[config.mk]
export PLATFORM = sky130hd
export DESIGN_NAME = particle_motion_update_top
export DESIGN_NICKNAME = d
export VERILOG_FILES = /design/src/rtl/core/pmu_pkg.sv /design/src/rtl/core/pmu_fade_div.sv /design/src/rtl/core/pmu_scale.sv /design/src/rtl/core/particle_motion_update_top.sv
export SDC_FILE = /design/constraint.sdc
export NUM_CORES = 2
export LEC_CHECK = 0
export BUFFER_PORTS_ARGS = -buffer_cell sky130_fd_sc_hd__buf_2
export CORE_UTILIZATION = 50
export CTS_CLUSTER_DIAMETER = 150
export CTS_CLUSTER_SIZE = 8
export DETAILED_ROUTE_END_ITERATION = 12
export GPL_ROUTABILITY_DRIVEN = 0
export PLACE_DENSITY = 0.66
export RECOVER_POWER = 50
export SLEW_MARGIN = 20
export SYNTH_ARGS = -nofsm -noshare
export SYNTH_HDL_FRONTEND = slang
export SYNTH_HIERARCHICAL = 1
export SYNTH_SLANG_ARGS = --single-unit
[constraint.sdc]
create_clock -name clk_i -period 16.5 [get_ports clk_i]
set_input_delay 1.65 -clock clk_i [delete_from_list [all_inputs] [get_ports clk_i]]
set_output_delay 1.65 -clock clk_i [all_outputs]
set_load 0.01 [all_outputs]
[src/rtl/core/pmu_pkg.sv]
`timescale 1ns / 1ps
// pmu_pkg: shared types, constants and the palette lookup for the spark motion update
// no dependencies; imported by every module in rtl/core

package pmu_pkg;

  // fixed point scale of the fade factor and the acceleration register
  localparam int unsigned FRAC_SHIFT = 8;
  localparam int unsigned FRAC_ONE   = 1 << FRAC_SHIFT;
  // fade factor spans 0 .. FRAC_ONE inclusive
  localparam int unsigned FADE_W     = FRAC_SHIFT + 1;

  // shade index resolution
  localparam int unsigned NUM_SHADES = 8;
  localparam int unsigned SHADE_W    = $clog2(NUM_SHADES);

  // configuration port
  localparam int unsigned CFG_IDX_W  = 1;
  localparam int unsigned CFG_DATA_W = 16;

  typedef enum logic [CFG_IDX_W-1:0] {
    REG_ACCEL   = 1'b0,
    REG_GRAVITY = 1'b1
  } pmu_reg_e;

  localparam logic [15:0] ACCEL_RESET   = 16'd1024;
  localparam logic [7:0]  GRAVITY_RESET = 8'd8;

  // palette codes
  typedef enum logic [1:0] {
    PAL_RED    = 2'd0,
    PAL_GREEN  = 2'd1,
    PAL_PURPLE = 2'd2,
    PAL_NONE   = 2'd3
  } pmu_pal_e;

  localparam logic [7:0] RED_SHADES    [NUM_SHADES] = '{8'd224, 8'd192, 8'd160, 8'd128,
                                                        8'd96, 8'd64, 8'd32, 8'd0};
  localparam logic [7:0] GREEN_SHADES  [NUM_SHADES] = '{8'd24, 8'd20, 8'd16, 8'd8,
                                                        8'd12, 8'd8, 8'd4, 8'd0};
  localparam logic [7:0] PURPLE_SHADES [NUM_SHADES] = '{8'd249, 8'd213, 8'd177, 8'd141,
                                                        8'd105, 8'd69, 8'd33, 8'd0};

  // input transaction
  typedef struct packed {
    logic [15:0]        x_pos;
    logic [15:0]        y_pos;
    logic signed [15:0] x_grad;
    logic signed [15:0] y_grad;
    logic [15:0]        life_now;
    logic [15:0]        life_max;
    logic [1:0]         palette_select;
    logic               last_in;
  } pmu_in_t;

  // result transaction
  typedef struct packed {
    logic [15:0]        x_next;
    logic [15:0]        y_next;
    logic signed [15:0] x_grad_next;
    logic signed [15:0] y_grad_next;
    logic [15:0]        life_next;
    logic               alive;
    logic [2:0]         shade_index;
    logic [7:0]         colour;
    logic               last_out;
  } pmu_out_t;

  // per item context carried down the pipeline
  typedef struct packed {
    logic [15:0]        x_pos;
    logic [15:0]        y_pos;
    logic signed [15:0] x_grad;
    logic signed [15:0] y_grad;
    logic [15:0]        life_next;
    logic [15:0]        life_max;
    logic [1:0]         palette_select;
    logic               last_in;
    logic               alive_in;
    logic               alive_out;
  } pmu_ctx_t;

  // palette byte for a palette code and shade
  function automatic logic [7:0] pal_colour(input logic [1:0] pal,
                                            input logic [SHADE_W-1:0] shade);
    logic [7:0] c;
    c = 8'd0;
    case (pmu_pal_e'(pal))
      PAL_RED:    c = RED_SHADES[shade];
      PAL_GREEN:  c = GREEN_SHADES[shade];
      PAL_PURPLE: c = PURPLE_SHADES[shade];
      default:    c = 8'd0;
    endcase
    return c;
  endfunction

endpackage

[src/rtl/core/pmu_fade_div.sv]
`timescale 1ns / 1ps
// pmu_fade_div: pipelined restoring divider, one quotient bit per stage, for the fade factor;
// the last stages also form the shade index. depends on pmu_pkg

module pmu_fade_div (
  input  logic                          clk_i,
  input  logic                          rst_ni,
  input  logic                          valid_i,
  input  pmu_pkg::pmu_ctx_t             ctx_i,
  input  logic [15:0]                   diff_i,
  output logic                          valid_o,
  output pmu_pkg::pmu_ctx_t             ctx_o,
  output logic [pmu_pkg::FADE_W-1:0]    fade_o,
  output logic [pmu_pkg::SHADE_W-1:0]   shade_o
);
  import pmu_pkg::*;

  localparam int unsigned DIV_STAGES = FADE_W;

  // index 0 is the stage input, index k+1 the register after step k
  logic [DIV_STAGES:0]  vld;
  pmu_ctx_t             ctx  [DIV_STAGES+1];
  logic [16:0]          rem  [DIV_STAGES+1];
  logic [FADE_W-1:0]    quot [DIV_STAGES+1];
  logic [16:0]          srem [DIV_STAGES+1];
  logic [SHADE_W-1:0]   squot [DIV_STAGES+1];

  // stage input: fade dividend is the remaining life, shade dividend the new life
  assign vld[0]   = valid_i;
  assign ctx[0]   = ctx_i;
  assign rem[0]   = {1'b0, diff_i};
  assign quot[0]  = '0;
  assign srem[0]  = {1'b0, ctx_i.life_next};
  assign squot[0] = '0;

  for (genvar k = 0; k < DIV_STAGES; k++) begin : g_step
    logic [16:0]        trial;
    logic               ge;
    logic [16:0]        rem_d;
    logic [FADE_W-1:0]  quot_d;
    logic [16:0]        strial;
    logic               sge;
    logic [16:0]        srem_d;
    logic [SHADE_W-1:0] squot_d;

    // fade step: the first bit compares without a shift (quotient may equal FRAC_ONE)
    always_comb begin
      if (k == 0) begin
        trial = rem[k];
      end else begin
        trial = {rem[k][15:0], 1'b0};
      end
      ge     = (trial >= {1'b0, ctx[k].life_max});
      rem_d  = ge ? (trial - {1'b0, ctx[k].life_max}) : trial;
      quot_d = {quot[k][FADE_W-2:0], ge};
    end

    // shade step, active in the last SHADE_W stages
    always_comb begin
      strial = {srem[k][15:0], 1'b0};
      sge    = (strial >= {1'b0, ctx[k].life_max});
      if (k >= DIV_STAGES - SHADE_W) begin
        srem_d  = sge ? (strial - {1'b0, ctx[k].life_max}) : strial;
        squot_d = {squot[k][SHADE_W-2:0], sge};
      end else begin
        srem_d  = srem[k];
        squot_d = squot[k];
      end
    end

    // valid bit
    always_ff @(posedge clk_i or negedge rst_ni) begin
      if (!rst_ni) begin
        vld[k+1] <= 1'b0;
      end else begin
        vld[k+1] <= vld[k];
      end
    end

    // payload
    always_ff @(posedge clk_i) begin
      ctx[k+1]   <= ctx[k];
      rem[k+1]   <= rem_d;
      quot[k+1]  <= quot_d;
      srem[k+1]  <= srem_d;
      squot[k+1] <= squot_d;
    end
  end

  assign valid_o = vld[DIV_STAGES];
  assign ctx_o   = ctx[DIV_STAGES];
  assign fade_o  = quot[DIV_STAGES];
  assign shade_o = squot[DIV_STAGES];

endmodule

[src/rtl/core/pmu_scale.sv]
`timescale 1ns / 1ps
// pmu_scale: two stage signed multiply lane, gradient by fade then by acceleration,
// each quotient by FRAC_ONE truncating toward zero. depends on pmu_pkg

module pmu_scale (
  input  logic                        clk_i,
  input  logic signed [15:0]          grad_i,
  input  logic [pmu_pkg::FADE_W-1:0]  fade_i,
  input  logic [15:0]                 accel_i,
  output logic [15:0]                 move_o
);
  import pmu_pkg::*;

  localparam int unsigned PROD_W  = 16 + FADE_W + 1;
  localparam int unsigned PART_W  = PROD_W - FRAC_SHIFT;
  localparam int unsigned PROD2_W = PART_W + 17;

  logic signed [PROD_W-1:0]  prod_d, prod_q;
  logic signed [PROD_W-1:0]  bias_sum;
  logic signed [PART_W-1:0]  part;
  logic signed [PROD2_W-1:0] prod2_d, prod2_q;
  logic signed [PROD2_W-1:0] bias_sum2;

  // first product: gradient times fade
  assign prod_d = grad_i * $signed({1'b0, fade_i});

  // divide by FRAC_ONE toward zero, then times acceleration
  always_comb begin
    bias_sum = prod_q + $signed({{(PROD_W-FRAC_SHIFT){1'b0}},
                                 {FRAC_SHIFT{prod_q[PROD_W-1]}}});
    part     = bias_sum[PROD_W-1:FRAC_SHIFT];
    prod2_d  = part * $signed({1'b0, accel_i});
  end

  // final divide toward zero, keep the low 16 bits
  always_comb begin
    bias_sum2 = prod2_q + $signed({{(PROD2_W-FRAC_SHIFT){1'b0}},
                                   {FRAC_SHIFT{prod2_q[PROD2_W-1]}}});
    move_o    = bias_sum2[FRAC_SHIFT+15:FRAC_SHIFT];
  end

  // product registers
  always_ff @(posedge clk_i) begin
    prod_q  <= prod_d;
    prod2_q <= prod2_d;
  end

endmodule

[src/rtl/core/particle_motion_update_top.sv]
`timescale 1ns / 1ps
// particle_motion_update_top: spark motion step with fade, acceleration, gravity and shade lookup
// depends on pmu_pkg, pmu_fade_div and pmu_scale

// One spark record is taken in every clock cycle (busy is always low) and its result appears
// on result_o for exactly one cycle, marked by result_valid_o; results come in
// input order and cannot be held off, so the receiver must take each one when it is shown.
// Each record passes one input register, nine divider stages (one fade quotient bit each, the last
// three also giving the shade index), two multiplier stages and the output register.
// acceleration and gravity are written through cfg_we_i / cfg_idx_i / cfg_wdata_i and should be
// changed only while no transaction is in flight.

module particle_motion_update_top (
  input  logic                                clk_i,
  input  logic                                rst_ni,
  input  logic                                start,
  output logic                                busy,
  input  pmu_pkg::pmu_in_t                    item_i,
  output logic                                result_valid_o,
  output pmu_pkg::pmu_out_t                   result_o,
  input  logic                                cfg_we_i,
  input  logic [pmu_pkg::CFG_IDX_W-1:0]       cfg_idx_i,
  input  logic [pmu_pkg::CFG_DATA_W-1:0]      cfg_wdata_i
);
  import pmu_pkg::*;

  logic [15:0]          accel_q;
  logic [7:0]           gravity_q;

  logic                 accept;
  pmu_ctx_t             in_ctx_d, in_ctx_q;
  logic [15:0]          in_diff_d, in_diff_q;
  logic                 in_vld_q;

  logic                 dv_vld;
  pmu_ctx_t             dv_ctx;
  logic [FADE_W-1:0]    dv_fade;
  logic [SHADE_W-1:0]   dv_shade;

  logic                 sc1_vld_q, sc2_vld_q;
  pmu_ctx_t             sc1_ctx_q, sc2_ctx_q;
  logic [SHADE_W-1:0]   sc1_shade_q, sc2_shade_q;
  logic [15:0]          move_x, move_y;

  pmu_out_t             result_d, result_q;
  logic                 result_valid_q;

  // configuration registers
  always_ff @(posedge clk_i or negedge rst_ni) begin
    if (!rst_ni) begin
      accel_q   <= ACCEL_RESET;
      gravity_q <= GRAVITY_RESET;
    end else if (cfg_we_i) begin
      case (pmu_reg_e'(cfg_idx_i))
        REG_ACCEL:   accel_q   <= cfg_wdata_i[15:0];
        REG_GRAVITY: gravity_q <= cfg_wdata_i[7:0];
        default:     ;
      endcase
    end
  end

  // pipeline never stalls
  assign busy   = 1'b0;
  assign accept = start & ~busy;

  // input decode: alive test, new life, remaining life
  always_comb begin
    in_ctx_d.x_pos          = item_i.x_pos;
    in_ctx_d.y_pos          = item_i.y_pos;
    in_ctx_d.x_grad         = item_i.x_grad;
    in_ctx_d.y_grad         = item_i.y_grad;
    in_ctx_d.life_max       = item_i.life_max;
    in_ctx_d.palette_select = item_i.palette_select;
    in_ctx_d.last_in        = item_i.last_in;
    in_ctx_d.alive_in       = (item_i.life_now < item_i.life_max);
    in_ctx_d.life_next      = in_ctx_d.alive_in ? (item_i.life_now + 16'd1) : item_i.life_now;
    in_ctx_d.alive_out      = (in_ctx_d.life_next < item_i.life_max);
    in_diff_d               = item_i.life_max - item_i.life_now;
  end

  always_ff @(posedge clk_i or negedge rst_ni) begin
    if (!rst_ni) begin
      in_vld_q <= 1'b0;
    end else begin
      in_vld_q <= accept;
    end
  end

  always_ff @(posedge clk_i) begin
    in_ctx_q  <= in_ctx_d;
    in_diff_q <= in_diff_d;
  end

  // fade factor and shade index
  pmu_fade_div u_fade_div (
    .clk_i   (clk_i),
    .rst_ni  (rst_ni),
    .valid_i (in_vld_q),
    .ctx_i   (in_ctx_q),
    .diff_i  (in_diff_q),
    .valid_o (dv_vld),
    .ctx_o   (dv_ctx),
    .fade_o  (dv_fade),
    .shade_o (dv_shade)
  );

  // movement lanes
  pmu_scale u_scale_x (
    .clk_i   (clk_i),
    .grad_i  (dv_ctx.x_grad),
    .fade_i  (dv_fade),
    .accel_i (accel_q),
    .move_o  (move_x)
  );

  pmu_scale u_scale_y (
    .clk_i   (clk_i),
    .grad_i  (dv_ctx.y_grad),
    .fade_i  (dv_fade),
    .accel_i (accel_q),
    .move_o  (move_y)
  );

  // context alongside the multiplier stages
  always_ff @(posedge clk_i or negedge rst_ni) begin
    if (!rst_ni) begin
      sc1_vld_q <= 1'b0;
      sc2_vld_q <= 1'b0;
    end else begin
      sc1_vld_q <= dv_vld;
      sc2_vld_q <= sc1_vld_q;
    end
  end

  always_ff @(posedge clk_i) begin
    sc1_ctx_q   <= dv_ctx;
    sc1_shade_q <= dv_shade;
    sc2_ctx_q   <= sc1_ctx_q;
    sc2_shade_q <= sc1_shade_q;
  end

  // result assembly: move, gravity, shade and colour
  always_comb begin
    result_d.x_grad_next = sc2_ctx_q.x_grad;
    result_d.life_next   = sc2_ctx_q.life_next;
    result_d.alive       = sc2_ctx_q.alive_out;
    result_d.last_out    = sc2_ctx_q.last_in;
    if (sc2_ctx_q.alive_in) begin
      result_d.x_next      = sc2_ctx_q.x_pos + move_x;
      result_d.y_next      = sc2_ctx_q.y_pos + move_y;
      result_d.y_grad_next = sc2_ctx_q.y_grad + $signed({8'd0, gravity_q});
    end else begin
      result_d.x_next      = sc2_ctx_q.x_pos;
      result_d.y_next      = sc2_ctx_q.y_pos;
      result_d.y_grad_next = sc2_ctx_q.y_grad;
    end
    if (sc2_ctx_q.alive_out) begin
      result_d.shade_index = sc2_shade_q;
      result_d.colour      = pal_colour(sc2_ctx_q.palette_select, sc2_shade_q);
    end else begin
      result_d.shade_index = '0;
      result_d.colour      = 8'd0;
    end
  end

  always_ff @(posedge clk_i or negedge rst_ni) begin
    if (!rst_ni) begin
      result_valid_q <= 1'b0;
    end else begin
      result_valid_q <= sc2_vld_q;
    end
  end

  always_ff @(posedge clk_i) begin
    result_q <= result_d;
  end

  assign result_valid_o = result_valid_q;
  assign result_o       = result_q;

`ifndef NO_ASSERTIONS
  // fade factor never exceeds one for a live spark
  assert property (@(posedge clk_i) disable iff (!rst_ni)
    (dv_vld && dv_ctx.alive_in) |-> (dv_fade <= FADE_W'(FRAC_ONE)))
    else $error("fade factor above FRAC_ONE");

  // a dead result carries neither shade nor colour
  assert property (@(posedge clk_i) disable iff (!rst_ni)
    (result_valid_o && !result_o.alive) |->
      (result_o.shade_index == '0 && result_o.colour == 8'd0))
    else $error("dead spark with shade or colour");

  // a dead input spark keeps its position and gradient
  assert property (@(posedge clk_i) disable iff (!rst_ni)
    (sc2_vld_q && !sc2_ctx_q.alive_in) |=>
      (result_o.x_next == $past(sc2_ctx_q.x_pos) &&
       result_o.y_grad_next == $past(sc2_ctx_q.y_grad)))
    else $error("dead spark state changed");
`endif

endmodule
==> results.cfg <==
[worst_hold_path]
hp-class = reg2reg
holdPathStages = 0
worstHoldStart = u_fade_div/ctx[145]
whs_endpoint = u_fade_div/ctx_o[44]

[yosys]
yosysWarnings = 6
avgSynthCellArea_um2 = 10.8
syn_inst = 7589
synth_area_um2 = 82000

[clocking]
clk_pin_slew_ns = 0.05
cts_repair_resize_count = 0
clock_sinks = 1628
cts_tree = done
clk_path_buf_depth = 3
ctsHtreeMaxLevel = 4
cts_made_buffers = 222
clk_latency_ns = 0.87
cts_root_buf = clkbuf_16
cts_setup_buffers = 0
postCtsHoldBufs = 0

[grt]
grt_start_max_net_pins = 40
grt_pass1_wl_mm = 272
first_global_vias = 54100
grt.total_usage_pct = 20.6
antenna_found_initial = 10
overflow = 0

[die]
dieArea_um2 = 166000
chipHeight_um = 407
die_w_um = 407
rows = 148
io_pins = 215
start_util_pct = 50.4
coreArea_um2 = 163000

[sta]
fin_tns_setup_ns = 0
finalCriticalPeriod_ns = 8.23
max_freq_mhz = 122
timing.slew.headroom_pct = 17.1
hold_viol = 0
maxSlewViolCount = 0
period_share_pct = 49.9
setup_viol = 0
worst_slew_pin_slew_ns = 1.24
grt_setup_unrepaired = no
holdWs_ns = 0.276
skew_ns = 0.0785

[cells_and_area]
num-fill-cells = 13700
syn_to_final_growth_pct = 11.0
fin_nets = 9379
drive_gt1_share_pct = 9.08

[critical_path]
crit_path_end_kind = flip-flop
cpPeakStageDelay_ns = 0.91
cp.required_ns = 17.25
arrival_ns = 8.98
crit_path_top_delay_cell = xnor2_2
rr_endpoint = u_scale_y/prod2_q[22]
ff2ff_setup_slack_ns = 8.27
cpMostUsedCell = fa_1
reg2reg_from = u_scale_y/prod_q[25]
critPathMaxFanout = 16
rr_worst_depth = 28
crit_type = reg2reg
cp-start-kind = flip-flop

[detailed_routing]
drcViolationCount = 0
ant_nets = 0
avgViaCountPerCell = 5.05
drt_iter0_drc = 2577
wirelength_mm = 166
vias = 50700
firstDrtPassIters = 7
detail_route.wl_per_cell_um = 16.5

[placement]
dpl.hpwl_mm = 122
port_buffers = 212

[status]
status = complete, no violations

[job]
maxCapViolCount = 0
cell usage in the layout, fill, tap and decap left out, types with 88 or more instances in the layout:
cell type / n
fa_1: 844
xnor2_1: 224
o21ai_0: 154
mux2_2: 108
inv_1: 1226
dfxtp_1: 1588
xor2_1: 88
nand2_1: 621
ha_1: 583
and2_1: 466
nor2_1: 227
buf_2: 212
a21oi_1: 262
a21o_1: 93
clkbuf_16: 224
worst max-delay path by stage:
stage,from,endpoint,slack (ns),cells past startpoint
after floorplan,u_scale_x/prod_q[25],u_scale_x/prod2_q[34],9.20,27
after global placement,u_scale_x/prod_q[25],u_scale_x/prod2_q[34],8.51,24
after detailed placement,u_scale_x/prod_q[25],u_scale_x/prod2_q[34],8.33,25
after CTS,u_scale_x/prod_q[25],u_scale_x/prod2_q[34],8.33,25
after global routing,u_scale_x/prod_q[25],u_scale_x/prod2_q[34],7.62,25
final,u_scale_y/prod_q[25],u_scale_y/prod2_q[22],8.27,28
state kept, by name, summed over array words and instances, names as in the netlist, 25 cells and up:
signal	cells
in_ctx_q	101
u_scale_x/prod_q	26
u_fade_div/g_step.srem_d	80
u_fade_div/g_step.trial	128
u_fade_div/g_step.quot_d	36
u_scale_y/prod_q	26
u_fade_div/ctx_o	85
u_fade_div/g_step.strial	48
sc2_ctx_q	51
sc1_ctx_q	85
u_scale_y/prod2_q	25
result_o	92
u_scale_x/prod2_q	25
result_d	34
u_fade_div/ctx	712
metal layers:
metal,GRT usage [%],part of all wire (%),vias up,wire [um]
met5,0,0.023,-,38
met4,8.41,3.7,6,6140
met3,3.66,5.1,349,8470
met2,35.2,48,1260,79600
met1,25.6,43,24800,71800
li1,-,-,24300,-
final cells by class:
| class | instances | area (um2) | area share [%] |
|---|---|---|---|
| inverter | 1227 | 4610 | 5.06 |
| timing repair buffer | 259 | 1410 | 1.55 |
| tap | 2175 | 2720 | 2.99 |
| multi-input combinational | 4494 | 43500 | 47.7 |
| antenna | 4 | 10.0 | 0.0110 |
| clock inverter | 15 | 360 | 0.396 |
| sequential | 1628 | 32800 | 36.0 |
| clock buffer | 238 | 5670 | 6.23 |
metrics by stage:
stage / area [um2] / utilization, % / cells / worst slack, ns
global route: 91000 / 55.9 / 10000 / 7.62
global placement: 84900 / 52.2 / 9783 / 8.51
floorplan: 82000 / - / 7590 / 9.20
finish: 91000 / 55.9 / 10000 / 8.27
CTS: 91000 / 55.9 / 10000 / 8.33
detailed placement: 84900 / 52.2 / 9783 / 8.33
critical path: cells and delay by family (launching register included):
family                     cells  cell delay (ns)
adders and majority gates      8             3.69
AOI/OAI and AO/OA              7             1.58
and+or+nand+nor                6             1.10
xor gates and xnor gates       2             1.07
DFF                            1             0.43
buffers and inverters          5             0.25
Power is not shown: default switching activity piles up to over one toggle a cycle in this logic, so the estimate is an artifact.
